File: config.mk
export PLATFORM = sky130hd
export DESIGN_NAME = usd_sqrt
export DESIGN_NICKNAME = d
export VERILOG_FILES = /design/src/rtl/core/usd_pkg.sv /design/src/rtl/core/usd_sqrt.sv
export SDC_FILE = /design/constraint.sdc
export NUM_CORES = 2
export LEC_CHECK = 0
export ABC_AREA = 1
export BUFFER_PORTS_ARGS = -buffer_cell sky130_fd_sc_hd__buf_2
export CAP_MARGIN = 20
export CORE_AREA = 4 4 369 371
export DETAILED_ROUTE_END_ITERATION = 8
export DIE_AREA = 0 0 373 375
export GPL_ROUTABILITY_DRIVEN = 0
export SYNTH_ARGS = -nofsm -noshare
export SYNTH_HDL_FRONTEND = slang
export SYNTH_SLANG_ARGS = --single-unit
File: constraint.sdc
create_clock -name clk -period 31.7 [get_ports clk]
set_input_delay 0 -clock clk [delete_from_list [all_inputs] [get_ports clk]]
set_output_delay 0 -clock clk [all_outputs]
set_load 0.02 [all_outputs]
File: src/rtl/core/usd_pkg.sv
// Package with the types and constants of the unit separation direction block.
package usd_pkg;

    localparam int POS_WIDTH = 24;
    localparam int DIFF_W    = POS_WIDTH + 1;
    localparam int EXT_W     = 40;
    localparam int ABS_W     = 17;
    localparam int A2_W      = 2 * ABS_W;
    localparam int D2_W      = A2_W + 1;
    localparam int R_W       = 23;
    localparam int RR_W      = 2 * R_W;
    localparam int CMP_W     = D2_W + 12;
    localparam int REM_W     = D2_W + 1;
    localparam int Q_W       = 31;
    localparam int F_W       = 32;
    localparam int ROOT_W    = 16;
    localparam int SREM_W    = 19;
    localparam int NDIV      = Q_W;
    localparam int NSQ       = ROOT_W;
    localparam int FAR_LIMIT = 131072;
    localparam int SCALE_MUL = 125;
    localparam logic [15:0] ONE_Q14 = 16'd16384;

    localparam logic [1:0] CONTACT_NONE    = 2'd0;
    localparam logic [1:0] CONTACT_OVERLAP = 2'd1;
    localparam logic [1:0] CONTACT_COINC   = 2'd2;

    typedef struct packed {
        logic signed [POS_WIDTH-1:0] own_x;
        logic signed [POS_WIDTH-1:0] own_y;
        logic signed [POS_WIDTH-1:0] other_x;
        logic signed [POS_WIDTH-1:0] other_y;
        logic        [15:0]          other_scale;
    } req_t;

    typedef struct packed {
        logic signed [15:0] push_x;
        logic signed [15:0] push_y;
        logic        [1:0]  contact;
    } rsp_t;

    typedef struct packed {
        logic       nx;
        logic       ny;
        logic [1:0] contact;
    } side_t;

endpackage

File: src/rtl/core/usd_sqrt.sv
// Digit-by-digit integer square root pipeline, one root bit per stage, two lanes.
module usd_sqrt (
    input  logic                        clk,
    input  logic                        rst_n,
    input  logic                        in_valid,
    output logic                        in_ready,
    input  logic [usd_pkg::Q_W-1:0]     qx,
    input  logic [usd_pkg::Q_W-1:0]     qy,
    input  usd_pkg::side_t              in_side,
    output logic                        out_valid,
    input  logic                        out_ready,
    output logic [usd_pkg::ROOT_W-1:0]  rootx,
    output logic [usd_pkg::ROOT_W-1:0]  rooty,
    output usd_pkg::side_t              out_side
);
    import usd_pkg::*;

    logic [NSQ-1:0]    v_reg;
    logic [NSQ:0]      rdy;
    logic [SREM_W-1:0] rem_reg  [NSQ][2];
    logic [ROOT_W-1:0] root_reg [NSQ][2];
    logic [F_W-1:0]    f_reg    [NSQ][2];
    side_t             side_reg [NSQ];

    assign rdy[NSQ]  = out_ready;
    assign in_ready  = rdy[0];

    for (genvar k = 0; k < NSQ; k++) begin : g_st
        logic [SREM_W-1:0] rin   [2];
        logic [ROOT_W-1:0] tin   [2];
        logic [F_W-1:0]    fin   [2];
        logic [SREM_W-1:0] cur   [2];
        logic [SREM_W-1:0] trial [2];
        logic [SREM_W-1:0] rnext [2];
        logic [ROOT_W-1:0] tnext [2];
        side_t             sin;
        logic              vin;

        assign rdy[k] = !v_reg[k] || rdy[k+1];

        if (k == 0) begin : g_first
            assign rin[0] = '0;
            assign rin[1] = '0;
            assign tin[0] = '0;
            assign tin[1] = '0;
            assign fin[0] = F_W'(qx);
            assign fin[1] = F_W'(qy);
            assign sin    = in_side;
            assign vin    = in_valid;
        end else begin : g_rest
            assign rin[0] = rem_reg[k-1][0];
            assign rin[1] = rem_reg[k-1][1];
            assign tin[0] = root_reg[k-1][0];
            assign tin[1] = root_reg[k-1][1];
            assign fin[0] = f_reg[k-1][0];
            assign fin[1] = f_reg[k-1][1];
            assign sin    = side_reg[k-1];
            assign vin    = v_reg[k-1];
        end

        always_comb begin
            for (int l = 0; l < 2; l++) begin
                cur[l]   = {rin[l][SREM_W-3:0], fin[l][F_W-1-2*k -: 2]};
                trial[l] = {1'b0, tin[l], 2'b01};
                if (cur[l] >= trial[l]) begin
                    rnext[l] = cur[l] - trial[l];
                    tnext[l] = {tin[l][ROOT_W-2:0], 1'b1};
                end else begin
                    rnext[l] = cur[l];
                    tnext[l] = {tin[l][ROOT_W-2:0], 1'b0};
                end
            end
        end

        always_ff @(posedge clk or negedge rst_n) begin
            if (!rst_n) begin
                v_reg[k] <= 1'b0;
            end else if (rdy[k]) begin
                v_reg[k] <= vin;
            end
        end

        always_ff @(posedge clk) begin
            if (rdy[k]) begin
                rem_reg[k][0]  <= rnext[0];
                rem_reg[k][1]  <= rnext[1];
                root_reg[k][0] <= tnext[0];
                root_reg[k][1] <= tnext[1];
                f_reg[k][0]    <= fin[0];
                f_reg[k][1]    <= fin[1];
                side_reg[k]    <= sin;
            end
        end
    end

    assign out_valid = v_reg[NSQ-1];
    assign rootx     = root_reg[NSQ-1][0];
    assign rooty     = root_reg[NSQ-1][1];
    assign out_side  = side_reg[NSQ-1];

endmodule

# Yosys cells after proc, flatten, opt, wreduce, memory -nomap -nowiden
# Memory sizes are Yosys's and may differ from the RTL's.
# Cells that the tools add are included.
[word_totals] reg_bits=16 ramBits=2208 inputBits=70 out_inout_bits=38 word_cells=212 n_memories=4
[memory_table] memory="f_reg" depth=16 width=64 read_ports=15 rd_clocked_by_memory_dff=0 wr=16 line="usd_sqrt.sv:22" text="logic [F_W-1:0] f_reg [NSQ][2];"
[memory_table] memory="rem_reg" depth=16 width=38 read_ports=15 rd_clocked_by_memory_dff=0 wr=16 line="usd_sqrt.sv:20" text="logic [SREM_W-1:0] rem_reg [NSQ][2];"
[memory_table] memory="root_reg" depth=16 width=32 read_ports=16 rd_clocked_by_memory_dff=0 wr=16 line="usd_sqrt.sv:21" text="logic [ROOT_W-1:0] root_reg [NSQ][2];"
[memory_table] memory="side_reg" depth=16 width=4 read_ports=16 rd_clocked_by_memory_dff=0 wr=16 line="usd_sqrt.sv:23" text="side_t side_reg [NSQ];"
[classes] n_addsub=32 n_lt_le_gt_ge=32 n_mux=96 reduce_logical=32
[ops] cell="$mux W19" n=32
[ops] cell="$ge A19 B18 Y1" n=30
[ops] cell="$sub A19 B18 Y19" n=30
[ops] cell="$mux W1" n=64
[ops] cell="$logic_not A1 Y1" n=16
[ops] cell="$logic_or A1 B1 Y1" n=16
[ops] cell="$sub A1 B1 Y2 const B" n=2
[ops] cell="$ge A1 B1 Y1 const B" n=2

# Logic depth before layout (Yosys ltp)
[depth] word_depth=19 mapped_depth=14

# Least setup slack after synthesis
# Ideal clock, no wire load.
[synth_timing] kind="reg2reg" from="register v_reg[15] (netlist: out_valid)" to="memory f_reg[0][0] (netlist bit) (enable)" arrival_ps=9184 required_ps=30595 slack_ps=21411 path_stages_with_launch=8 path_buffers=0 synth_period_minus_slack_ps=10289 cell_sequence="dfrtp_1 -> nand4_2 -> nor3_2 -> nand4_2 -> nor2_2 -> nand4_2 -> nor2_2 -> nand4_1"
[synth_lines] element="from (decl)" line="usd_sqrt.sv:18" text="logic [NSQ-1:0] v_reg;"
[synth_lines] element="from (signal, indexed assignment)" line="usd_sqrt.sv:79" text="v_reg[k] <= vin;"
[synth_lines] element="to (decl)" line="usd_sqrt.sv:22"

# Worst setup path in the final report
[layout_timing] from="register v_reg[15] (netlist: out_valid)" to="output port in_ready"
[layout_via] elab_chain_cells=17
[layout_rtl] element="$logic_not A1 Y1" line="usd_sqrt.sv:39" text="assign rdy[k] = !v_reg[k] || rdy[k+1];"
[layout_rtl] element="$logic_or A1 B1 Y1 (3 in series)" line="usd_sqrt.sv:39"
[layout_rtl] element="via rdy[13]" line="usd_sqrt.sv:19" text="logic [NSQ:0] rdy;"
[layout_rtl] element="$logic_or A1 B1 Y1 (5 in series)" line="usd_sqrt.sv:39"
[layout_rtl] element="via rdy[8]" line="usd_sqrt.sv:19"
[layout_rtl] element="$logic_or A1 B1 Y1 (4 in series)" line="usd_sqrt.sv:39"
[layout_rtl] element="via rdy[4]" line="usd_sqrt.sv:19"
[layout_rtl] element="$logic_or A1 B1 Y1 (4 in series)" line="usd_sqrt.sv:39"
[layout_rtl] element="to (decl)" line="usd_sqrt.sv:6" text="output logic in_ready,"
# The timed path passes the listed nets, and every way through them passes these cells.

==> metrics.txt <==
Final Hold Fails 0; fmax 202.9 MHz; Worst EP arrival between 4 and 5 ns; register area share after synthesis 0.6528; DP Cell Count 6919; # diodes 0; r2r endpoint f_reg[0][76]$_DFFE_PP_; routed wire length ~110 mm; Storage cell area about 39000 um2; Starting Density 0.4481; worst vdd ir 66.23 uV; post-synth top area share 0.6461; count of final setup violators 0; # resized after CTS 0; critical path launch point type register; setup TNS 0 ns; CTS Buf Count 140; DRT iter0 DRCs 1835; Die ar. 139900 um2; Async SR Flop Fraction 0.01233; EDFF count, synth roughly 1300; Hold Slack 0.1331 ns; filler cell count 11348; P_sw between 1.5 and 2 mW; Slew headroom 0.3376; Slew Limit Fails 0; drt wl/cell 14.51 um; outcome completed; io pins roughly 110; Top FF cell, synth edfxtp_1; min-delay worst type primary input to register; CP Class register to output pin; DP HPWL between 70 and 80 mm; initial antenna violation count 0; drt pass-1 iters 5; RSZ-0062 raised after global routing false; max reg flops 494; post-layout minimum cycle time 4.928 ns; CTS tree built; Final Non-Filler Cells 7311; ratio of cells with drive above 1 in the final layout 0.07758; worst r2r src out_valid$_DFFE_PN0P_; area occupied by multi-input gates 17830 um2; antenna viol nets, final 0; vias in the first global route between 30000 and 40000; setup slack, reg-to-reg roughly 27 ns; Setup Skew 0.02716 ns; Synth area leaders edfxtp_1 65%, ha_1 6.4%, nand2_1 5.5%; Finished Core Util 0.5145; Avg Inst Size Synth between 10 and 15 um2; Chip Height 375 um; period utilisation layout 0.1555; Worst setup EP type output pin; Clk Latency, worst-skew pair 0.77 ns; Die W 373 um; Vias/cell 4.831; clk slew on worst S/H paths 0.06 ns; CP required 31.70 ns; layout net count 5806; Root Buffer clkbuf_16; Yosys top cell by area edfxtp_1; top cells by count, synth 1282 x edfxtp_1, 877 x nand2_1, 698 x inv_1; worst r2r path cells 8; Max-Cap Viols 0; worst-path fanout max 46; DRC 0; Synth Instances 5071; total number of H-tree levels 4; switch share 0.3087; Layout area overhead 14.82%; Slew @ Worst Pin 0.9936 ns; Seq pwr share 0.486; Port Buf Inserts 107; PD cells 87.09 nW/um2; Synthesis Warnings 0; Total Routing Usage GR 0.1525; Post-Synthesis Cell Area 59580 um2; register bit total from synthesis 1298; Pleak 28.46 nW; crit path from out_valid$_DFFE_PN0P_; first-pass GRT wire length 174.9 mm; clock buffer depth 3; grt ovf 0; top-count cell post-synth edfxtp_1; clock net sink count about 1300; Internal Power 4.119 mW; CP endpoint in_ready; Std-Cell Rows 134; largest net degree at the start of global routing 84; library cells used by synthesis 58; via count 35319; clock share of power 0.274; CORE AREA 133000 um2; Comb power frac 0.240
## final cells by class
cell class,count,share of cell area
clock buffers,165,0.05258
clock inverters,88,0.01617
inverters,712,0.03912
multi-input cells,3015,0.2606
flip-flops and latches,1298,0.5686
well taps,1768,0.03234
repair buffers,265,0.03063
## worst max-delay path, stage by stage, from the launching register on
cell     delay (ns)
dfrtp_1        0.47
nand4_4        0.19
nor3_2         0.32
nand4_4        0.40
nor2_2         0.46
nand4_4        0.59
nor2_2         0.58
nand4_1        0.15
buf_4          0.29
buf_4          0.33
buf_2          0.27
## how the worst min path moves through the flow
stage,start,cells past startpoint,slack (ns),end
after floorplan,rst_n,0,-0.30,g_st[10].vin$_DFFE_PN0P_
after global placement,rst_n,1,-0.009,out_valid$_DFFE_PN0P_
after detailed placement,rst_n,1,0.001,out_valid$_DFFE_PN0P_
after CTS,out_ready,5,0.07,out_valid$_DFFE_PN0P_
after global routing,out_ready,5,0.12,out_valid$_DFFE_PN0P_
final,out_ready,5,0.13,out_valid$_DFFE_PN0P_
## logic make-up after synthesis
group,share of synthesized area
AOI/OAI and AO/OA,0.07039
xor gates and xnor gates,0.04777
adders and majority gates,0.06384
buffers and inverters,0.04947
DFF,0.6528
other,0.00006294
and+or+nand+nor,0.1156
## per-stage QoR
stage / power (mW) / area [um2] / setup WS (ns)
6_report: 5.958 / 68410 / 26.77
3_5_place_dp: 4.357 / 62290 / 27.14
3_3_place_gp: 4.318 / 62280 / 27.31
2_1_floorplan: 3.952 / 59590 / 21.41
4_1_cts: 6.028 / 68370 / 26.59
5_1_grt: 6.363 / 68410 / 26.31
## routing by layer
layer,vias up,global-route usage,wire length (um)
met3,217,0.02855,3627
met5,-,0,0
li1,18245,-,-
met4,0,0.05681,3375
met2,502,0.2841,55420
met1,16355,0.1730,43620
## placed cells by master, fill, tap and decap left out, drive strengths merged, types with 17 or more instances in the layout
master	count
a211oi	17
a21boi	22
a21oi	296
buf	128
bufinv	18
clkbuf	165
clkinv	53
dlygate4sd3	137
edfxtp	1282
ha	304
inv	720
nand2	885
nand3	189
nand4	47
nor2	355
nor3	50
nor4	18
o21a	20
o21ai	343
or2	42
xnor2	104
xor2	221
## power by group through the flow
stage | Clock, mW | Combinational, mW | Sequential [mW]
floorplan | 0 | 1.12 | 2.83
global placement | 0 | 1.39 | 2.93
detailed placement | 0 | 1.41 | 2.94
CTS | 1.69 | 1.43 | 2.91
global route | 1.76 | 1.64 | 2.96
finish | 1.63 | 1.43 | 2.90
## what timing repair did
action	4_1_cts	5_1_grt
setup endpoints to repair	0	0
hold buffers	137	0
buffers inserted	0	0
hold endpoints to repair	102	0
(Power assumes the default switching activity.)
