## src/rtl/core/usd_pkg.sv

```systemverilog
// Package with the types and constants of the unit separation direction block.
package usd_pkg;

    localparam int POS_WIDTH = 24;
    localparam int DIFF_W    = POS_WIDTH + 1;
    localparam int EXT_W     = 40;
    localparam int ABS_W     = 17;
    localparam int A2_W      = 2 * ABS_W;
    localparam int D2_W      = A2_W + 1;
    localparam int R_W       = 23;
    localparam int RR_W      = 2 * R_W;
    localparam int CMP_W     = D2_W + 12;
    localparam int REM_W     = D2_W + 1;
    localparam int Q_W       = 31;
    localparam int F_W       = 32;
    localparam int ROOT_W    = 16;
    localparam int SREM_W    = 19;
    localparam int NDIV      = Q_W;
    localparam int NSQ       = ROOT_W;
    localparam int FAR_LIMIT = 131072;
    localparam int SCALE_MUL = 125;
    localparam logic [15:0] ONE_Q14 = 16'd16384;

    localparam logic [1:0] CONTACT_NONE    = 2'd0;
    localparam logic [1:0] CONTACT_OVERLAP = 2'd1;
    localparam logic [1:0] CONTACT_COINC   = 2'd2;

    typedef struct packed {
        logic signed [POS_WIDTH-1:0] own_x;
        logic signed [POS_WIDTH-1:0] own_y;
        logic signed [POS_WIDTH-1:0] other_x;
        logic signed [POS_WIDTH-1:0] other_y;
        logic        [15:0]          other_scale;
    } req_t;

    typedef struct packed {
        logic signed [15:0] push_x;
        logic signed [15:0] push_y;
        logic        [1:0]  contact;
    } rsp_t;

    typedef struct packed {
        logic       nx;
        logic       ny;
        logic [1:0] contact;
    } side_t;

endpackage

```

## src/rtl/core/usd_front.sv

```systemverilog
// Front stages: difference, magnitude, squares, contact test.
module usd_front (
    input  logic                        clk,
    input  logic                        rst_n,
    input  logic                        in_valid,
    output logic                        in_ready,
    input  usd_pkg::req_t               in_data,
    output logic                        out_valid,
    input  logic                        out_ready,
    output logic [usd_pkg::A2_W-1:0]    a2x,
    output logic [usd_pkg::A2_W-1:0]    a2y,
    output logic [usd_pkg::D2_W-1:0]    d2,
    output usd_pkg::side_t              side
);
    import usd_pkg::*;

    logic [4:0] v_reg;
    logic [5:0] rdy;

    logic [DIFF_W-1:0] dx0_reg, dy0_reg;
    logic [15:0]       s0_reg, s1_reg;
    logic [ABS_W-1:0]  ax1_reg, ay1_reg;
    logic              nx1_reg, ny1_reg, zero1_reg, far1_reg;
    logic [A2_W-1:0]   ax2_reg, ay2_reg, ax3_reg, ay3_reg, ax4_reg, ay4_reg;
    logic [R_W-1:0]    r2_reg;
    logic              nx2_reg, ny2_reg, zero2_reg, far2_reg;
    logic              nx3_reg, ny3_reg, zero3_reg, far3_reg;
    logic [D2_W-1:0]   d23_reg, d24_reg;
    logic [RR_W-1:0]   rr3_reg;
    side_t             side4_reg;

    logic [DIFF_W-1:0] dx_next, dy_next, ax_full, ay_full;
    logic [1:0]        contact_next;

    assign rdy[5] = out_ready;
    for (genvar k = 0; k < 5; k++) begin : g_rdy
        assign rdy[k] = !v_reg[k] || rdy[k+1];
    end
    assign in_ready = rdy[0];

    always_ff @(posedge clk or negedge rst_n) begin
        if (!rst_n) begin
            v_reg <= '0;
        end else begin
            if (rdy[0]) v_reg[0] <= in_valid;
            for (int k = 1; k < 5; k++) begin
                if (rdy[k]) v_reg[k] <= v_reg[k-1];
            end
        end
    end

    assign dx_next = DIFF_W'(signed'(in_data.own_x)) - DIFF_W'(signed'(in_data.other_x));
    assign dy_next = DIFF_W'(signed'(in_data.own_y)) - DIFF_W'(signed'(in_data.other_y));
    assign ax_full = dx0_reg[DIFF_W-1] ? (DIFF_W'(0) - dx0_reg) : dx0_reg;
    assign ay_full = dy0_reg[DIFF_W-1] ? (DIFF_W'(0) - dy0_reg) : dy0_reg;

    always_comb begin
        if (zero3_reg) begin
            contact_next = CONTACT_COINC;
        end else if (far3_reg) begin
            contact_next = CONTACT_NONE;
        end else if ({d23_reg, 12'b0} < CMP_W'(rr3_reg)) begin
            contact_next = CONTACT_OVERLAP;
        end else begin
            contact_next = CONTACT_NONE;
        end
    end

    always_ff @(posedge clk) begin
        if (rdy[0]) begin
            dx0_reg <= dx_next;
            dy0_reg <= dy_next;
            s0_reg  <= in_data.other_scale;
        end
        if (rdy[1]) begin
            ax1_reg   <= ABS_W'(EXT_W'(ax_full));
            ay1_reg   <= ABS_W'(EXT_W'(ay_full));
            nx1_reg   <= dx0_reg[DIFF_W-1];
            ny1_reg   <= dy0_reg[DIFF_W-1];
            zero1_reg <= (dx0_reg == '0) && (dy0_reg == '0);
            far1_reg  <= (EXT_W'(ax_full) >= EXT_W'(FAR_LIMIT))
                      || (EXT_W'(ay_full) >= EXT_W'(FAR_LIMIT));
            s1_reg    <= s0_reg;
        end
        if (rdy[2]) begin
            ax2_reg   <= A2_W'(ax1_reg) * A2_W'(ax1_reg);
            ay2_reg   <= A2_W'(ay1_reg) * A2_W'(ay1_reg);
            r2_reg    <= R_W'(SCALE_MUL) * R_W'(s1_reg);
            nx2_reg   <= nx1_reg;
            ny2_reg   <= ny1_reg;
            zero2_reg <= zero1_reg;
            far2_reg  <= far1_reg;
        end
        if (rdy[3]) begin
            d23_reg   <= D2_W'(ax2_reg) + D2_W'(ay2_reg);
            rr3_reg   <= RR_W'(r2_reg) * RR_W'(r2_reg);
            ax3_reg   <= ax2_reg;
            ay3_reg   <= ay2_reg;
            nx3_reg   <= nx2_reg;
            ny3_reg   <= ny2_reg;
            zero3_reg <= zero2_reg;
            far3_reg  <= far2_reg;
        end
        if (rdy[4]) begin
            d24_reg           <= d23_reg;
            ax4_reg           <= ax3_reg;
            ay4_reg           <= ay3_reg;
            side4_reg.nx      <= nx3_reg;
            side4_reg.ny      <= ny3_reg;
            side4_reg.contact <= contact_next;
        end
    end

    assign out_valid = v_reg[4];
    assign a2x       = ax4_reg;
    assign a2y       = ay4_reg;
    assign d2        = d24_reg;
    assign side      = side4_reg;

endmodule

```

## config.mk

```make
export PLATFORM = sky130hd
export DESIGN_NAME = usd_front
export DESIGN_NICKNAME = d
export VERILOG_FILES = /design/src/rtl/core/usd_pkg.sv /design/src/rtl/core/usd_front.sv
export SDC_FILE = /design/constraint.sdc
export NUM_CORES = 2
export LEC_CHECK = 0
export BUFFER_PORTS_ARGS = -buffer_cell sky130_fd_sc_hd__buf_4
export CORE_UTILIZATION = 30
export DETAILED_ROUTE_END_ITERATION = 7
export PLACE_DENSITY = 0.43
export SLEW_MARGIN = 20
export SYNTH_ARGS = -nofsm -noshare
export SYNTH_HDL_FRONTEND = slang
export SYNTH_SLANG_ARGS = --single-unit
```

## constraint.sdc

```tcl
create_clock -name clk -period 8.75 [get_ports clk]
set_input_delay 0 -clock clk [delete_from_list [all_inputs] [get_ports clk]]
set_output_delay 0 -clock clk [all_outputs]
set_load 0.02 [all_outputs]
```

* Word-level counts from Yosys, hierarchy flattened
Cells that the tools add are included.
Widths: inputs -> output; s select.
** Word-level totals
- Bits in registers :: 480
- Latch bits :: 0
- RAM bits :: 0
- ROM bits :: 0
- Input bits :: 116
- Output and inout port bits :: 109
- Logic and storage cells :: 67
- Memories :: 0
** Cells by class
- $add $sub $neg :: 5
- Multiply operators :: 4
- Div/mod/pow operators :: 0
- Order comparisons :: 3
- Equal/unequal tests :: 0
- Shift-type cells :: 0
- Mux-type cells :: 3
- Bitwise logic cells :: 0
- Reductions and logical operators :: 15
** Operators with widths (count)
- $mul 17x17->34 :: 2
- $ge 25x18->1 const B :: 2
- $logic_not 25->1 :: 2
- $mux 25 :: 2
- $sub 1x25->25 const A :: 2
- $sub 24x24->25 :: 2
- $lt 47x46->1 :: 1
- $mul 23x23->46 :: 1
- $add 34x34->35 :: 1
- $mul 7x16->23 const A :: 1
- $logic_or 1x1->1 :: 6
- $logic_not 1->1 :: 5
- $reduce_or 2->1 :: 1
- $logic_and 1x1->1 :: 1
- $mux 1 :: 1

* Longest topological paths before layout
- Depth after elaboration :: 6
- Mapped depth :: 28
- Depth with buffers taken out :: 26

* Worst setup path before layout
No wires, ideal clock.
- Path type :: flip-flop to flip-flop
- Start point :: register r2_reg[18]
- End point :: register rr3_reg[41] (data pin)
- Setup time :: 265 ps
- Data arrival time :: 6563 ps
- Data required time :: 8485 ps
- Path slack :: 1922 ps
- Stages on the path, launching flop included :: 27
- Buffers on the path :: 3
- Clock period less this slack :: 6828 ps
- Cells stage by stage :: edfxtp_1 clkbuf_1 clkbuf_1 nand2_1 fa_1 inv_1 ha_1 xor2_1 fa_1 inv_1 fa_1 fa_1 fa_1 inv_1 fa_1 inv_1 ha_1 clkbuf_1 a21o_1 a21o_1 a21oi_1 nor3b_1 nor4_1 a21oi_1 nor3_1 o21ai_0 xor2_1
** Between the ends
- Cells in the longest elaborated chain, start to end :: 1
** Ends and longest elaborated chain
- start: declaration :: RTL line usd_front.sv:25 : logic [R_W-1:0] r2_reg;
- start signal: assignment :: RTL line usd_front.sv:88 : r2_reg <= R_W'(SCALE_MUL) * R_W'(s1_reg);
- $mul 23x23->46 :: RTL line usd_front.sv:96 : rr3_reg <= RR_W'(r2_reg) * RR_W'(r2_reg);
- end signal: assignment :: RTL line usd_front.sv:96
- end: declaration :: RTL line usd_front.sv:29 : logic [RR_W-1:0] rr3_reg;
No other way between the ends.
A chain may end at the register's enable or synchronous reset.

* Worst setup path in the final report
- Start point :: register r2_reg[6]
- End point :: register rr3_reg[43] (data pin)
The elaborated chain is that of the path after synthesis.

==> flow_metrics.tcl <==
set metrics [dict create \
    rows 154 \
    firstDrtPassIters 6 \
    ys_ff_latch 473 \
    layout.nets 6906 \
    synth_edf_count 468 \
    ys_warn_count 0 \
    tns_ps 0 \
    worstSetupPathType "flop to flop" \
    io_buffer_count 222 \
    die_h_um 425 \
    synth_seq_area_share_pct 26.4 \
    synth_cells 5041 \
    wl_mm 132 \
    synth_commonest_cells "inv_1 (1241), fa_1 (826), ha_1 (558)" \
    max_clock_freq_mhz 124 \
    antenna_cells 0 \
    detail_route.vias_per_cell 4.46 \
    endpoint_kind "flop" \
    clock_latency_ps 720 \
    cp_max_fo 22 \
    vias 34800 \
    synth_top_area_share_pct 30.8 \
    grt-ovfl-total 0 \
    dp_hpwl_mm 110 \
    areaGrowthSynthToFinish_pct 14.8 \
    worstPathRequired_ps 9190 \
    cts_tree "yes" \
    grt_pass1_wl_mm 209 \
    worstMarginPinSlew_ps 1100 \
    grt_pass1_vias 37300 \
    r2r-start "r2_reg[6]" \
    cts_buffer_depth 3 \
    finalCritPeriodShare_pct 92.1 \
    path_clk_slew_ps 60 \
    die_x_um 425 \
    status "completed" \
    synth_top_cell_by_area "fa_1" \
    antenna_found_initial 3 \
    drv_slew 0 \
    finClkSkew_ps 71.6 \
    hp-start "in_data[59]" \
    pin_count 225 \
    crit_path_start_kind "flop" \
    cp.arrival_ps 8500 \
    yosysMostFrequentCell "inv_1" \
    yosysUniqueCellTypes 83 \
    wl_per_cell_um 16.9 \
    rsz0062_at_grt "false" \
    synth_area_per_cell_sq_um 10.7 \
    grt_usage_pct 14.9 \
    gp_congestion 0.830 \
    ctsHtreeMaxLevel 2 \
    dieArea_sq_um 181000 \
    hold_violations 0 \
    clk_root_buffer_cell "clkbuf_16" \
    synth_area_leaders "fa_1 (31%), edfxtp_1 (26%), ha_1 (13%), inv_1 (8.7%), xnor2_1 (2.8%)" \
    ant_nets 0 \
    fin_crit_ps 8060 \
    setup_viol 0 \
    maxCapViolations 0 \
    worst_hold_path_type "input pin to flop" \
    grt_max_degree 71 \
    numCtsBuffers 57 \
    synth-main-ff-cell "edfxtp_1" \
    drc 0 \
    initial_core_util_pct 30.3 \
    async_reset_ff_share_pct 1.06 \
    crit_start "r2_reg[6]" \
    max_slew_margin_pct 26.5 \
    largest_reg_flops 45 \
    drive_gt1_share_pct 7.39 \
    syn_area_sq_um 53700 \
    core_area_sq_um 177000 \
    drt_iter0_drc 1746 \
    numClockSinks 473 \
]
[critical path, stage by stage, from the launching register on]
cell	delay (ps)
edfxtp_1	1020
inv_1	410
nor2_1	250
fa_1	440
inv_1	120
fa_1	460
fa_1	490
inv_1	50
fa_1	490
inv_1	50
fa_1	550
fa_1	420
fa_1	480
inv_1	40
ha_1	380
a21o_1	190
a21o_1	190
a2111oi_0	530
o31ai_1	180
nand2_1	180
o21a_1	240
o21ai_0	260
a31oi_1	270
xnor2_1	80
[kinds of logic (layout without fill, tap and decap cells)]
group	after synthesis	count (layout)	share of synthesized area (%)
adder cells (fa/ha/maj)	1384	1384	43.8
buffers and inverters	1355	1767	9.49
AND/OR/NAND/NOR	1006	1006	9.25
AO/OA/AOI/OAI	575	575	7.02
flip-flops	473	473	26.4
XOR/XNOR	240	240	3.91
multiplexers	7	7	0.142
other	1	2	0.00698
[placed cells by master (no fill, tap or decap), drive strengths merged, types with 23 or more instances in the layout]
cell         count
xnor2          172
nand2          370
a21o           109
buf            268
a21oi          166
clkbuf          75
and2           222
fa             826
nor2b           31
nor3            40
nand2b          38
o21ai           99
nand4           26
ha             558
nand3           46
edfxtp         468
o21a            24
nor2           147
inv           1246
dlygate4sd3    151
xor2            68
o21bai          23
a211oi          23
clkinv          23
[layout make-up]
class,instances,area (sq um)
sequential,473,14200
multi-input combinational,3214,34500
timing repair buffer,419,3520
fill,18000,115000
inverter,1241,4660
clock inverter,32,349
clock buffer,75,1540
tap,2340,2930
[repair_timing]
item,in CTS,in global routing
hold endpoints to repair,92,0
buffers inserted,0,0
hold buffers,151,0
resized for setup,0,0
[through the flow]
stage | util, % | std cells | worst slack [ps] | area, sq um | hold slack [ps]
2_1_floorplan | - | 5042 | 1920 | 53700 | -296
3_3_place_gp | 32.9 | 7536 | 611 | 58300 | -177
3_5_place_dp | 32.9 | 7536 | 699 | 58300 | -178
4_1_cts | 34.8 | 7794 | 637 | 61700 | 0.380
5_1_grt | 34.8 | 7794 | 79.5 | 61700 | 31.1
6_report | 34.8 | 7794 | 693 | 61700 | 53.7
[metal layers]
metal	vias up	part of all wire (%)	GRT usage [%]
li1	16700	-	-
met5	-	0	0
met2	471	49	25.7
met1	17500	46	20.0
met4	0	2.0	3.20
met3	109	2.8	1.52
[worst paths after layout]
| check | endpoint | slack, ps | cells past startpoint |
|---|---|---|---|
| setup / recovery | rr3_reg[43] | 690 | 23 |
| hold / removal | dx0_reg[19] | 50 | 6 |
| setup reg to reg | rr3_reg[43] | 690 | 23 |
| hold reg to reg | s1_reg[14] | 370 | 0 |
| max in group asynchronous | v_reg[2] | 8250 | 3 |
| min in group asynchronous | v_reg[0] | 290 | 3 |
Power is left out: the tool's default activity adds up to more than one toggle a clock period on the data nets, which glitch-free logic cannot reach.
