===== config.mk =====
export PLATFORM = sky130hd
export DESIGN_NAME = usd_out
export DESIGN_NICKNAME = d
export VERILOG_FILES = /design/src/rtl/core/usd_pkg.sv /design/src/rtl/core/usd_out.sv
export SDC_FILE = /design/constraint.sdc
export NUM_CORES = 1
export LEC_CHECK = 0
export ABC_AREA = 1
export BUFFER_PORTS_ARGS = -buffer_cell sky130_fd_sc_hd__buf_2
export CAP_MARGIN = 40
export CORE_UTILIZATION = 40
export CTS_BUF_LIST = sky130_fd_sc_hd__clkbuf_4 sky130_fd_sc_hd__clkbuf_8
export CTS_CLUSTER_SIZE = 25
export DETAILED_ROUTE_END_ITERATION = 8
export PLACE_DENSITY_LB_ADDON = 0.08
export SYNTH_ARGS = -nofsm -noshare
export SYNTH_HDL_FRONTEND = slang
export SYNTH_SLANG_ARGS = --single-unit

===== constraint.sdc =====
create_clock -name clk -period 4.7 [get_ports clk]
set_clock_uncertainty 0.2 [all_clocks]
set_input_delay 0.94 -clock clk [delete_from_list [all_inputs] [get_ports clk]]
set_output_delay 0.94 -clock clk [all_outputs]
set_load 0.01 [all_outputs]

===== src/rtl/core/usd_pkg.sv =====
// Package with the types and constants of the unit separation direction block.
package usd_pkg;

    localparam int POS_WIDTH = 24;
    localparam int DIFF_W    = POS_WIDTH + 1;
    localparam int EXT_W     = 40;
    localparam int ABS_W     = 17;
    localparam int A2_W      = 2 * ABS_W;
    localparam int D2_W      = A2_W + 1;
    localparam int R_W       = 23;
    localparam int RR_W      = 2 * R_W;
    localparam int CMP_W     = D2_W + 12;
    localparam int REM_W     = D2_W + 1;
    localparam int Q_W       = 31;
    localparam int F_W       = 32;
    localparam int ROOT_W    = 16;
    localparam int SREM_W    = 19;
    localparam int NDIV      = Q_W;
    localparam int NSQ       = ROOT_W;
    localparam int FAR_LIMIT = 131072;
    localparam int SCALE_MUL = 125;
    localparam logic [15:0] ONE_Q14 = 16'd16384;

    localparam logic [1:0] CONTACT_NONE    = 2'd0;
    localparam logic [1:0] CONTACT_OVERLAP = 2'd1;
    localparam logic [1:0] CONTACT_COINC   = 2'd2;

    typedef struct packed {
        logic signed [POS_WIDTH-1:0] own_x;
        logic signed [POS_WIDTH-1:0] own_y;
        logic signed [POS_WIDTH-1:0] other_x;
        logic signed [POS_WIDTH-1:0] other_y;
        logic        [15:0]          other_scale;
    } req_t;

    typedef struct packed {
        logic signed [15:0] push_x;
        logic signed [15:0] push_y;
        logic        [1:0]  contact;
    } rsp_t;

    typedef struct packed {
        logic       nx;
        logic       ny;
        logic [1:0] contact;
    } side_t;

endpackage


===== src/rtl/core/usd_out.sv =====
// Output stage: rounding, sign and result selection into the output register.
module usd_out (
    input  logic                        clk,
    input  logic                        rst_n,
    input  logic                        in_valid,
    output logic                        in_ready,
    input  logic [usd_pkg::ROOT_W-1:0]  rootx,
    input  logic [usd_pkg::ROOT_W-1:0]  rooty,
    input  usd_pkg::side_t              in_side,
    output logic                        rsp_valid,
    input  logic                        rsp_ready,
    output usd_pkg::rsp_t               rsp
);
    import usd_pkg::*;

    logic        v_reg;
    rsp_t        rsp_reg;
    rsp_t        rsp_next;
    logic [15:0] magx, magy;

    assign in_ready = !v_reg || rsp_ready;
    assign magx     = 16'((17'(rootx) + 17'd1) >> 1);
    assign magy     = 16'((17'(rooty) + 17'd1) >> 1);

    always_comb begin
        rsp_next.contact = in_side.contact;
        if (in_side.contact == CONTACT_COINC) begin
            rsp_next.push_x = ONE_Q14;
            rsp_next.push_y = ONE_Q14;
        end else if (in_side.contact == CONTACT_OVERLAP) begin
            rsp_next.push_x = in_side.nx ? (16'd0 - magx) : magx;
            rsp_next.push_y = in_side.ny ? (16'd0 - magy) : magy;
        end else begin
            rsp_next.push_x = '0;
            rsp_next.push_y = '0;
        end
    end

    always_ff @(posedge clk or negedge rst_n) begin
        if (!rst_n) begin
            v_reg <= 1'b0;
        end else if (in_ready) begin
            v_reg <= in_valid;
        end
    end

    always_ff @(posedge clk) begin
        if (in_ready) begin
            rsp_reg <= rsp_next;
        end
    end

    assign rsp_valid = v_reg;
    assign rsp       = rsp_reg;

endmodule


-- Word-level counts from Yosys, hierarchy flattened
Index checks and enable logic that the tools add are counted.
- add/subtract/negate cells: 4
- multiply operators: 0
- div/mod/pow operators: 0
- $lt $le $gt $ge: 0
- equal/unequal tests: 2
- shift-type cells: 0
- multiplexer cells: 3
- bitwise gates (word level): 1
- reductions and logical operators: 3
- operator list (operator ; number):
    $add A16 B1 Y17 const B ; 2
    $mux W16 ; 2
    $sub A1 B16 Y16 const A ; 2
    $mux W31 ; 1
    $eq A2 B1 Y1 const B ; 1
    $eq A2 B2 Y1 const B ; 1
    $reduce_or A2 Y1 ; 1
    $logic_not A1 Y1 ; 1
    $logic_or A1 B1 Y1 ; 1
    $not A1 Y1 ; 1
- flip-flop bits (word level): 35
- latch bits: 0
- memory bits (writable): 0
- bits in read-only memories: 0
- input bits: 40
- output and inout bits: 36
- memories kept: 0

-- Logic depth before layout (Yosys ltp)
Gate-level depths: netlist (run 1).
- depth in word-level cells: 4
- depth in mapped cells: 16
- depth with buffers taken out: 16

-- Least setup slack after synthesis (run 1)
Ideal clock, no wire load.
- path kind: input to output
- start: input port rsp_ready
- end: output port in_ready
- arrival: 1773 ps
- data required time: 3560 ps
- path slack: 1787 ps
- stages on the path: 2
- cell sequence: inv_1 -> nand2_1
- word-level cells in the longest chain between the ends: 1
- ends and longest elaborated chain (element ; RTL line ; RTL):
    start: declaration ; usd_out.sv:11 ; input logic rsp_ready,
    $logic_or A1 B1 Y1 ; usd_out.sv:21 ; assign in_ready = !v_reg || rsp_ready;
    end: declaration ; usd_out.sv:6 ; output logic in_ready,
No other way between the ends.

-- Worst setup path after layout (run 1)
- start: input port rooty[0] (netlist bit)
- end: register rsp_reg (netlist bit rsp[10]), data pin
- word-level cells in the longest chain between the ends: 3
- ends and longest elaborated chain (element ; RTL line ; RTL):
    start: declaration ; usd_out.sv:8 ; input logic [usd_pkg::ROOT_W-1:0] rooty,
    $add A16 B1 Y17 * ; usd_out.sv:23 ; assign magy = 16'((17'(rooty) + 17'd1) >> 1);
    $sub A1 B16 Y16 ; usd_out.sv:32 ; rsp_next.push_y = in_side.ny ? (16'd0 - magy) : magy;
    $mux W16 * ; usd_out.sv:32 ;
    end signal: assignment ; usd_out.sv:49 ; rsp_reg <= rsp_next;
    end: declaration ; usd_out.sv:17 ; rsp_t rsp_reg;
Mark *: on every way between the ends. The rest lies on a longest branch, timed or not.
A chain may end at the register's enable or synchronous reset.

==> impl_results.md, run 1 <==
- Avg WL per Cell: 11.05 µm
- Peak VDD IR: 0.0001673 V
- HPWL after DPL: 5.263 mm
- Pre-antenna DRT Iters: 5
- Pin count of the biggest net entering global routing: 36
- Hold-fix buffers, CTS: 0
- Drt total wl: 6.520 mm
- Avg Vias per Cell: between 4 and 5
- TNS Setup: 0 ps
- Clock buffer depth: 2
- Status: completed
- DRC viols: 0
- Post-synth EDFFs: 34
- Max-slew violation count: 0
- Crit-path cells: buf_2 > ha_1 > nand3_1 > nor2_2 > nand2_1 > nand2_1 > nand2_1 > nor2_1 > nor2_1 > nor2_1 > o21ai_0 > a21oi_1
- Leak: 1.654 nW
- Initial DRC Count: slightly below 100
- Area after DPL: 3334 µm²
- Post-synth top area cell: edfxtp_1
- Ys flop type: edfxtp_1
- Chip Height: 86.21 µm
- Clk root buf: clkbuf_8
- WP data arrival: 2640 ps
- Type of the worst setup path: input port to flop
- Post-DRT Antenna Nets: 0
- Antenna cells: 0
- Crit end category: flop
- H-tree depth: 2
- Mapped Cells: 412
- Core Area: 6832 µm²
- Placement Rows: 30
- Count leader, synth: nand2_1
- Count of cell types in the netlist: 30
- Initial antenna violation count: 0
- Final Cell Area: 3423 µm²
- Seq/Total Area, Yosys: 0.3688
- Die W: 86.21 µm
- R2R cell count: 2
- Total CTS buffers: 5
- Nets: around 540
- CTS tree: built
- Reg-to-reg endpoint: rsp[23]
- Number of port buffers: 75
- Clk sinks: 35
- Vias in the first global route: 2281
- Clk_lat worst skew: 270 ps
- Final setup viols: 0
- Mapped Area: 2836 µm²
- Final Critical Period: 2754 ps
- GP Congestion: 0.8403
- Slew HR: 0.7125
- Async set-reset flop share out of synthesis: 0.02857
- RSZ-0062 raised after global routing: no
- CP max stage delay: 260 ps
- Hold WC Path Type: input port to asynchronous set/reset pin
- Count of state elements after synthesis: 35
- Count of cells resized by post-cts repair: 0
- Syn_nets: between 400 and 500
- Ports: 76
- Worst Path Max Fanout: 5
- Period Utilization, post-route: 0.5860
- Total track usage: 0.1780
- Worst-path clk slew: 70 ps
- CP Launch Type: input port
- Flop2flop setup slack: 3200 ps
- Endpoints failing hold: 0
- Crit. Startpoint: rooty[0]
- Worst slack, placed: 1723 ps
- Share of post-route cells with drive strength above 1: 0.2611
- Worst-Margin Slew: ~430 ps
- Req. time, crit path: 4580 ps
- Top cells by area, synth: edfxtp_1 36%, nand2_1 16%, nor2_1 7.0%
- Initial Utilization: 0.4152
- Largest register FFs: 34
- Postcts setup bufs: 0
- Area growth syn-to-layout: 20.69%
- Reg2reg start: rsp_valid
- Die ar.: ~7400 µm²
- Remaining Overflow, GRT: 0
- First-pass GRT wire length: 10.54 mm
- Cell Pwr Density: about 230 nW/µm²
- DR vias: 2797
- Fmax: 363.1 MHz
- Setup WS post-layout: 1946 ps
- Max cap viols: 0
- Avg Inst Size Synth: 6.885 µm²
- Syn. warnings: 0
- Yosys top cell area share: 0.3599
- Slowest CP cell: nor2_2
- Fin Hold WS: 225.0 ps
- Most common library cells after synthesis: 122 x nand2_1, 53 x nor2_1, 46 x inv_1, 34 x edfxtp_1, 30 x nand3_1
- Total Power: just under 800 µW
## kinds of logic (layout without fill, tap and decap cells)
kind of cell,after synthesis,after routing,synth area share
XOR/XNOR,1,1,0.003088
AND/OR/NAND/NOR,266,266,0.4389
AO/OA/AOI/OAI,52,52,0.09837
buffers and inverters,54,136,0.07322
adder cells (fa/ha/maj),4,4,0.01765
flip-flops,35,35,0.3688
## report_power, final
group | internal (mW) | switching (mW)
clock | 0.116 | 0.101
combinational | 0.0665 | 0.123
sequential | 0.372 | 0.00728
## worst max path at each step
stage          slack, ps       end  depth (start not counted)
2_1_floorplan       1790  in_ready                          2
3_3_place_gp        1760   rsp[32]                         17
3_5_place_dp        1720   rsp[32]                         17
4_1_cts             2020   rsp[10]                         12
5_1_grt             1730   rsp[10]                         12
6_report            1950   rsp[10]                         12
## metal layers
metal  global-route usage  up-vias  part of all wire
met2               0.2576       61              0.42
met4              0.02273        0            0.0023
met5                    0        -                 0
li1                     -     1518                 -
met1               0.2778     1216              0.53
met3              0.03619        2             0.044
## final cells by class
type	instances	area (µm²)
Inverter	50	187.7
Clock buffer	7	83.83
Fill cell	718	3408
Tap cell	96	120.1
Clock inverter	1	5.005
Sequential cell	35	1046
Multi-Input combinational cell	323	1583
Timing Repair Buffer	78	397.9
## placed cells by master, fill, tap and decap left out, types with 5 or more instances in the layout
cell / synthesis / routed
a21oi_1: 25 / 25
buf_2: 1 / 75
clkbuf_8: 0 / 5
edfxtp_1: 34 / 34
inv_1: 46 / 46
nand2_1: 122 / 122
nand2_2: 15 / 15
nand3_1: 30 / 30
nand3_2: 5 / 5
nand3b_1: 5 / 5
nand4_1: 11 / 11
nor2_1: 53 / 53
nor2_2: 12 / 12
o21ai_0: 17 / 17
## worst max-delay path: cells and delay by family
kind                       cells  cell delay, ps
AOI/OAI and AO/OA              2             320
buffers and inverters          1             100
adders and majority gates      1             180
and+or+nand+nor                8            1110
## stage by stage
stage,cells,util
floorplan,412,-
global placement,581,0.4870
detailed placement,582,0.4881
CTS,590,0.5011
global route,590,0.5011
finish,590,0.5011
(Power assumes the default switching activity.)
==> inputs of run 2 (changes only) <==
==> constraint.sdc (replaced) <==
create_clock -name clk -period 2.6 [get_ports clk]
set_clock_uncertainty 0.2 [all_clocks]
set_input_delay 0.52 -clock clk [delete_from_list [all_inputs] [get_ports clk]]
set_output_delay 0.52 -clock clk [all_outputs]
set_load 0.01 [all_outputs]
==> run 2 against run 1 <==
Compared with the run above: global-route usage up 0.20 points; design area increased by 0.29%; clock power increased by 80%; power increased by 81%; worst setup slack got worse by 1700 ps; combinational power is 82% higher; sequential power is 81% higher; flip-flop and latch count did not move; wire length is 0.58% higher; register-to-register slack lost 2000 ps; clock-buffer cell count decreased by 1; via count increased by 1.4%.
==> impl_results.md, run 2 (synthesis gave the netlist of run 1 again) <==
- Share of post-route cells with drive strength above 1: 0.2606 (was 0.2611)
- Total track usage: 0.1801 (was 0.1780)
- Remaining Overflow, GRT: 0 (unchanged)
- Slowest CP cell: nor2_2 (unchanged)
- Ports: 76 (unchanged)
- Req. time, crit path: 2510 ps (was 4580 ps)
- Reg2reg start: rsp_valid (unchanged)
- Crit. Startpoint: rooty[0] (unchanged)
- CP max stage delay: 270 ps (was 260 ps)
- Max-slew violation count: 0 (unchanged)
- Final Critical Period: 2307 ps
- Pre-antenna DRT Iters: 4 (was 5)
- Placement Rows: 30 (unchanged)
- Chip Height: 86.21 µm (unchanged)
- Commonest non-fill, non-tap cell in the layout: nand2_1 (unchanged)
- Setup WS post-layout: 292.9 ps (was 1946 ps)
- Commonest cells after routing, fill and taps aside: 122 x nand2_1, 75 x buf_2, 53 x nor2_1 (unchanged)
- GP Congestion: 0.7913 (was 0.8403)
- R2R cell count: 2 (unchanged)
- DR vias: 2835 (was 2797)
- Avg Vias per Cell: 4.797 (was 4.741)
- Clk sinks: 35 (unchanged)
- Vias in the first global route: 2375 (was 2281)
- Cell Pwr Density: 413.4 nW/µm² (was 229.6 nW/µm²)
- Antenna cells: 0 (unchanged)
- Worst Path Max Fanout: 5 (unchanged)
- Area growth syn-to-layout: 21.04% (was 20.69%)
- Leak: 1.653 nW (was 1.654 nW)
- RSZ-0062 raised after global routing: no (unchanged)
- Core Area: 6832 µm² (unchanged)
- Pin count of the biggest net entering global routing: 28 (was 36)
- Worst-Margin Slew: 307.6 ps (was 431.3 ps)
- Postcts setup bufs: 0 (unchanged)
- Fmax: 433.4 MHz
- Filler cell count in the final layout: 738 (was 718)
- Final std cells w/o fill: 591 (was 590)
- Final setup viols: 0 (unchanged)
- Initial antenna violation count: 0 (unchanged)
- Net Sw Frac: 0.3013 (was 0.2944)
- Psw: 427.7 µW (was 231.4 µW)
- Reg-to-reg endpoint: rsp[7] (was rsp[23])
- CTS tree: built (unchanged)
- Post-DRT Antenna Nets: 0 (unchanged)
- First-pass GRT wire length: 10.67 mm (was 10.54 mm)
- Count of cells resized by post-cts repair: 0 (unchanged)
- Clock buffer depth: 2 (unchanged)
- Largest register FFs: 34 (unchanged)
- Period Utilization, post-route: 0.8873
- Crit-path cells: buf_2 > ha_1 > nand3_1 > nor2_2 > nand2_1 > nand2_1 > nand2_1 > nor2_1 > nor2_1 > nor2_1 > o21ai_0 > a21oi_1 (unchanged)
- Sequential share of power: 0.483 (about the same)
- Max cap viols: 0 (unchanged)
- Worst-path clk slew: 70 ps (about the same)
- Die W: 86.21 µm (unchanged)
- Crit end category: flop (unchanged)
- Register Area: 1046 µm² (unchanged)
- Nets: 538 (was 537)
- Clk root buf: clkbuf_8 (unchanged)
- TNS Setup: 0 ps (unchanged)
- Initial DRC Count: 188 (was 97)
- Die ar.: 7432 µm² (unchanged)
- Slew HR: 0.7942 (was 0.7125)
- Combinational share of power: 0.243 (was 0.242)
- H-tree depth: 2 (unchanged)
- Drt total wl: 6.558 mm (was 6.520 mm)
- Peak VDD IR: 0.0002557 V (was 0.0001673 V)
- Clk_lat worst skew: 280 ps (was 270 ps)
- Total Power: 1.419 mW (was 785.9 µW)
- DRC viols: 0 (unchanged)
- Avg WL per Cell: 11.10 µm (was 11.05 µm)
- Endpoints failing hold: 0 (unchanged)
- Flop2flop setup slack: 1230 ps (was 3200 ps)
- Status: completed (unchanged)
- CP Launch Type: input port (unchanged)
- Placed instance count: 582 (unchanged)
- Total CTS buffers: 5 (unchanged)
- Hold WC Path Type: input port to flop (was input port to asynchronous set/reset pin)
- Type of the worst setup path: input port to flop (unchanged)
- Worst slack, placed: 26.63 ps (was 1723 ps)
- HPWL after DPL: 5.278 mm (was 5.263 mm)
- WP data arrival: 2210 ps (was 2640 ps)
- Number of port buffers: 75 (unchanged)
- Initial Utilization: 0.4152 (unchanged)
- Int Power: 991.8 µW (was 554.5 µW)
- Clock share of power: 0.274 (was 0.275)
- CP Capture Point: rsp[10] (unchanged)
- Multi-input logic area: 1583 µm² (unchanged)
[run 2: what timing repair did]
action                     CTS  global route
hold buffers                 1             0
setup endpoints to repair    0             0
hold endpoints to repair     1             0
[run 2: area by class of cell]
cell class / instances / area share
Multi-Input combinational cell: 323 / 0.4610
Tap cell: 96 / 0.03499
Sequential cell: 35 / 0.3047
Clock buffer: 6 / 0.02223
Clock inverter: 2 / 0.003644
Inverter: 50 / 0.05466
Timing Repair Buffer: 79 / 0.1188
[run 2: through the flow]
stage            util  hold WS [ps]  instance area (µm²)
2_1_floorplan       -         24.41                 2836
3_3_place_gp   0.4881         95.75                 3334
3_5_place_dp   0.4881         99.47                 3334
4_1_cts        0.5026         216.4                 3433
5_1_grt        0.5026         224.4                 3433
6_report       0.5026         220.4                 3433
[run 2: worst max-delay path: cells and delay by family]
| family | cells | cell delay [ps] |
|---|---|---|
| AOI/OAI and AO/OA | 2 | 300 |
| adders and majority gates | 1 | 180 |
| buffers and inverters | 1 | 100 |
| and+or+nand+nor | 8 | 1120 |
[run 2: power groups by stage]
stage | combinational (mW) | sequential, mW | clock, mW
2_1_floorplan | 0.184 | 0.725 | 0
3_3_place_gp | 0.340 | 0.699 | 0
3_5_place_dp | 0.346 | 0.697 | 0
4_1_cts | 0.348 | 0.686 | 0.404
5_1_grt | 0.391 | 0.690 | 0.430
6_report | 0.345 | 0.686 | 0.388
[run 2: how the worst min path moves through the flow]
| stage | start | to | slack, ps | cells after the start |
|---|---|---|---|---|
| after floorplan | rst_n | rsp_valid | 20 | 0 |
| after detailed placement | rst_n | rsp_valid | 100 | 1 |
| after CTS | in_valid | rsp_valid | 220 | 3 |
| after global routing | in_side[0] | rsp[0] | 220 | 1 |
| final | in_valid | rsp_valid | 220 | 3 |
| after global placement | rst_n | rsp_valid | 100 | 1 |
[run 2: metal layers]
metal | up-vias | wire (µm) | GRT usage
li1 | 1522 | - | -
met1 | 1238 | 3466 | 0.2778
met2 | 70 | 2724 | 0.2612
met3 | 5 | 339 | 0.03810
met4 | 0 | 28 | 0.02727
met5 | - | 0 | 0
